--- src/sv/lpg_mul.sv ---
// Pipelined wide unsigned multiplier: one chunk-by-chunk partial product per
// stage, several lanes side by side, sideband carried along. Needs no package.
module lpg_mul #(
    parameter int LANES = 1,
    parameter int AW    = 32,
    parameter int BW    = 32,
    parameter int SW    = 1,
    parameter int CW    = 32
) (
    input  logic                            i_clk,
    input  logic                            i_rst_n,
    input  logic                            i_en,
    input  logic                            i_v,
    input  logic [LANES-1:0][AW-1:0]        i_a,
    input  logic [LANES-1:0][BW-1:0]        i_b,
    input  logic [SW-1:0]                   i_sb,
    output logic                            o_v,
    output logic [LANES-1:0][AW+BW-1:0]     o_p,
    output logic [SW-1:0]                   o_sb
);
    localparam int NA = (AW + CW - 1) / CW;
    localparam int NB = (BW + CW - 1) / CW;
    localparam int NS = NA * NB;
    localparam int AP = NA * CW;
    localparam int BP = NB * CW;
    localparam int PW = AW + BW;
    localparam int WW = AP + BP;

    logic                          r_v  [NS];
    logic [LANES-1:0][AP-1:0]      r_a  [NS];
    logic [LANES-1:0][BP-1:0]      r_b  [NS];
    logic [LANES-1:0][PW-1:0]      r_p  [NS];
    logic [SW-1:0]                 r_sb [NS];

    for (genvar s = 0; s < NS; s++) begin : g_stage
        localparam int IA = s / NB;
        localparam int IB = s % NB;
        localparam int SH = CW * (IA + IB);

        logic                     p_v;
        logic [LANES-1:0][AP-1:0] p_a;
        logic [LANES-1:0][BP-1:0] p_b;
        logic [LANES-1:0][PW-1:0] p_p;
        logic [SW-1:0]            p_sb;
        logic [LANES-1:0][PW-1:0] n_p;

        // Select the previous stage, or the inputs at the first stage
        if (s == 0) begin : g_first
            always_comb begin
                p_v  = i_v;
                p_sb = i_sb;
                p_p  = '0;
                for (int l = 0; l < LANES; l++) begin
                    p_a[l] = AP'(i_a[l]);
                    p_b[l] = BP'(i_b[l]);
                end
            end
        end else begin : g_next
            assign p_v  = r_v[s-1];
            assign p_a  = r_a[s-1];
            assign p_b  = r_b[s-1];
            assign p_p  = r_p[s-1];
            assign p_sb = r_sb[s-1];
        end

        // Add one partial product per lane
        always_comb begin
            logic [2*CW-1:0] part;
            logic [WW-1:0]   wide;
            for (int l = 0; l < LANES; l++) begin
                part   = p_a[l][IA*CW +: CW] * p_b[l][IB*CW +: CW];
                wide   = WW'(part) << SH;
                n_p[l] = p_p[l] + wide[PW-1:0];
            end
        end

        always_ff @(posedge i_clk) begin
            if (!i_rst_n) begin
                r_v[s] <= 1'b0;
            end else if (i_en) begin
                r_v[s] <= p_v;
            end
        end

        always_ff @(posedge i_clk) begin
            if (i_en) begin
                r_a[s]  <= p_a;
                r_b[s]  <= p_b;
                r_p[s]  <= n_p;
                r_sb[s] <= p_sb;
            end
        end
    end

    assign o_v  = r_v[NS-1];
    assign o_p  = r_p[NS-1];
    assign o_sb = r_sb[NS-1];

endmodule

--- config.mk ---
export PLATFORM = sky130hd
export DESIGN_NAME = lpg_mul
export DESIGN_NICKNAME = d
export VERILOG_FILES = /design/src/sv/lpg_mul.sv
export SDC_FILE = /design/constraint.sdc
export NUM_CORES = 2
export LEC_CHECK = 0
export ABC_CLOCK_PERIOD_IN_PS = 7800
export BUFFER_PORTS_ARGS = -buffer_cell sky130_fd_sc_hd__buf_4
export CORE_MARGIN = 2
export CORE_UTILIZATION = 65
export CTS_CLUSTER_SIZE = 28
export DETAILED_ROUTE_END_ITERATION = 12
export HOLD_SLACK_MARGIN = 0.08
export PLACE_DENSITY = 0.83
export SLEW_MARGIN = 20
export SYNTH_ARGS = -nofsm -noshare
export SYNTH_HDL_FRONTEND = slang
export SYNTH_SLANG_ARGS = --single-unit
--- constraint.sdc ---
create_clock -name i_clk -period 7.8 [get_ports i_clk]
set_input_delay 0 -clock i_clk [delete_from_list [all_inputs] [get_ports i_clk]]
set_output_delay 0 -clock i_clk [all_outputs]
set_load 0.005 [all_outputs]
* After elaboration in Yosys (flattened, before gate mapping)
Memories as Yosys holds them, arrays and structs flattened.
Index checks and enable logic that the tools add are counted.
** Word-level totals
- Register bits :: 0
- Memory bits (writable) :: 66
- Word-level logic and storage cells :: 12
- Memories :: 3
** Cells by class
- Multiply operators :: 1
- Multiplexer cells :: 7
- Reductions and logical operators :: 1
** Memory list
- r_p :: words 1, bits a word 64, read ports 1, clocked after memory_dff 0, write ports 1, RTL line 32 : logic [LANES-1:0][PW-1:0] r_p [NS];
- r_sb :: words 1, bits a word 1, read ports 1, clocked after memory_dff 0, write ports 1, RTL line 33 : logic [SW-1:0] r_sb [NS];
- r_v :: words 1, bits a word 1, read ports 1, clocked after memory_dff 0, write ports 1, RTL line 29 : logic r_v [NS];
** Operators with widths (count)
- 32-bit by 32-bit multiplier with 64-bit output :: 1
- 1-bit 2-to-1 mux :: 7
- 1-bit OR reduction :: 1

* Logic depth before layout (Yosys ltp)
- Depth in word-level cells :: 5
- Gate-level depth with buffers :: 29

* Worst setup path after synthesis
OpenSTA, ideal clock, no wires.
- Path kind :: input port to flip-flop
- Start point :: input port i_a[25] (netlist name)
- End point :: memory r_p[0][62] (netlist name), data pin
- Library setup time :: 262 ps
- Arrival time :: 6612 ps
- Data required time :: 7538 ps
- Slack :: 926 ps
- Stages on the path :: 25
- Buffers on the path :: 2
- Path through :: clkbuf_1 nand2_1 fa_1 inv_1 fa_1 inv_1 fa_1 inv_1 fa_1 fa_1 fa_1 fa_1 inv_1 fa_1 inv_1 ha_1 buf_2 nand4_1 or4_1 or3_1 a31oi_1 a31o_2 a211oi_1 o21ai_1 xor2_1
** Between the ends
- Cells in the longest elaborated chain, start to end :: 1
** RTL lines
- from (decl) :: RTL line 14 : input logic [LANES-1:0][AW-1:0] i_a,
- 32-bit by 32-bit multiplier with 64-bit output :: RTL line 71 : part = p_a[l][IA*CW +: CW] * p_b[l][IB*CW +: CW];
- to (decl) :: RTL line 32
Every way passes these cells.

* Worst setup path after layout
- Start point :: input port i_b[9] (netlist name)
- End point :: memory r_p[0][62] (netlist name), data pin
** Between the ends
- Cells in the longest elaborated chain, start to end :: 1
** RTL lines
- from (decl) :: RTL line 15 : input logic [LANES-1:0][BW-1:0] i_b,
- 32-bit by 32-bit multiplier with 64-bit output :: RTL line 71
Every way passes these cells.

==> flow_summary.yaml <==
synthesis:
  netlist_area_um2: 35300
  yosys_register_bits: 66
  avgSynthCellArea_um2: 9.39
  synth-async-reset-ratio_pct: 0
  ys.flop_type: "edfxtp_1"
  synth_cell_types: 56
  synth_nets: 4990
  ys_warn_count: 0
  yosysTopAreaCell: "fa_1"
  ys_seq_area_share_pct: 5.61
  synth.top_cell.area_share_pct: 50.8
  ys_top_cells_by_area: "fa_1 51%, and2_1 11%, ha_1 9.3%"
  syn_inst: 3762
  synth-edff-count: 66
finish:
  ff_latch_area_um2: 1980
  syn2layout_area_growth_pct: 4.43
  final_cell_mix: "896 x fa_1, 863 x inv_1, 603 x and2_1"
  fillers: 4007
  multi_input_area_um2: 29300
  drive_gt1_share_pct: 5.04
  final_common_cell: "fa_1"
  layout.nets: 4937
worst_setup_path:
  crit_chain: "buf_4 > and2_1 > fa_1 > fa_1 > inv_1 > fa_1 > fa_1 > inv_1 > fa_1 > fa_1 > fa_1 > fa_1 > ha_1 > nand4_1 > or4_1 > or3_1 > a31oi_1 > a31o_2 > a211oi_1 > o21ai_1 > xor2_1"
  end_kind: "flop"
  cp_max_fo: 32
  cp.arrival_ps: 7440
  criticalPathCategory: "input port to flop"
  worstPathRequired_ps: 7890
  crit_buf_inv: 3
  crit_slowest_cell: "fa_1"
  crit_path_max_incr_delay_ps: 630
  crit_top_cell: "fa_1"
  start_kind: "input port"
  critPathTopFamily: "adder cells"
floorplan:
  die_w_um: 237
  pin_count: 135
  rows: 85
  fp.dieArea_um2: 56300
  fp.dieH_um: 237
  core_um2: 53800
  start_util_pct: 65.7
min_path:
  whs_path_depth: 1
  hold_end: "r_p[0][60]"
  worst_hold_path_type: "input port to flop"
  hp-start: "i_en"
clock_network:
  cts_repair_resize_count: 0
  path_clk_slew_ps: 60
  h-tree-depth: 3
  clock_path_buffers: 2
  clock-sinks: 66
  root_buffer: "clkbuf_16"
  cts_setup_buffers: 0
  cts_buffers: 9
  cts_tree: "built"
detailed_routing:
  antenna_left: 0
  route.detailed.drc: 0
  first_pass_iters: 7
  via_per_inst: 5.85
  totalWireLength_um: 91700
  via_count: 25788
  wire_per_inst_um: 20.8
  drtIter0Drc: 1623
timing:
  slew_headroom_pct: 43.1
  hold_viol: 0
  setup_viol: 0
  tightestPinTransition_ps: 853
  layout_min_cycle_time_ps: 7350
  slew_violations: 0
  fmax_ghz: 0.136
  tns_ps: 0
  min_period_over_period_pct: 94.3
  grt_setup_unrepaired: "false"
grt:
  grt_pass1_wl_um: 150000
  grt_overflow: 0
  grtUsageTotal_pct: 34.6
  antenna_found_initial: 1
  grt_max_degree: 68
  grt_pass1_vias: 29120
run:
  cap_violations: 0
place:
  hpwl_um: 73100
  io_buffers: 134
  routabilityCongestion: 0.950
run_status:
  status: "complete, no violations"
[cells by family (layout without fill, tap and decap cells)]
logic type	after synthesis	count (layout)	synth area share [%]
flip-flops	66	66	5.61
AND/OR/NAND/NOR	1182	1182	17.4
XOR/XNOR	59	59	1.46
other	0	1	0
buffers and inverters	1090	1042	11.6
AO/OA/AOI/OAI	205	205	3.84
adder cells (fa/ha/maj)	1159	1159	60.1
multiplexers	1	1	0.0283
[metal layers]
metal | GRT usage [%] | up-vias | wire, µm
li1 | - | 10830 | -
met3 | 4.94 | 463 | 6300
met1 | 40.4 | 13230 | 31300
met5 | 0 | - | 0
met2 | 59.6 | 1265 | 46300
met4 | 24.0 | 0 | 7790
[cell usage after synthesis, types with 4 or more instances]
library cell and number:
a211oi_1 4, a21o_1 37, a21oi_1 68, a221o_1 4, a31oi_1 11, and2_1 603
and3_1 15, and4_1 4, buf_2 9, clkbuf_1 215, edfxtp_1 66, fa_1 896
ha_1 263, inv_1 863, nand2_1 478, nand3_1 12, nand4_1 24, nor2_1 21
nor3_1 5, o21a_1 8, o21ai_0 28, o21bai_1 10, or3_1 5, xnor2_1 33
xor2_1 26
[area by class of cell]
cell class | instances | share of cell area, %
antenna | 1 | 0.00678
clock buffer | 9 | 0.610
clock inverter | 7 | 0.271
inverter | 863 | 8.78
multi-input combinational | 2606 | 79.3
sequential | 66 | 5.37
tap | 696 | 2.36
timing repair buffer | 163 | 3.34
[worst max path at each step]
stage            start          to  slack (ps)  cells after the start
6_report        i_b[9]  r_p[0][62]         450                     21
5_1_grt         i_b[9]  r_p[0][62]         150                     24
4_1_cts         i_b[8]  r_p[0][62]         530                     24
3_5_place_dp    i_b[8]  r_p[0][62]         160                     24
3_3_place_gp    i_b[8]  r_p[0][62]         280                     24
2_1_floorplan  i_a[25]  r_p[0][62]         930                     25
[state kept, by name, indices dropped and copies added, names as in the netlist]
signal	count
r_sb	1
r_p	64
r_v	1
[per-stage QoR]
stage	cells	hold WS, ps	utilization, %	instance area [µm²]	setup slack (ps)
4_1_cts	4410	268	68.6	36900	531
5_1_grt	4411	275	68.6	36900	146
2_1_floorplan	3762	98.9	-	35300	926
3_5_place_dp	4391	180	67.9	36600	165
3_3_place_gp	4391	178	67.9	36600	281
6_report	4411	260	68.6	36900	445
[repair_timing]
action,4_1_cts,5_1_grt
endpoints found under the hold margin,3,0
hold buffers,3,0
setup endpoints to repair,0,0
Power is not shown: default switching activity piles up to over one toggle a cycle in this logic, so the estimate is an artifact.
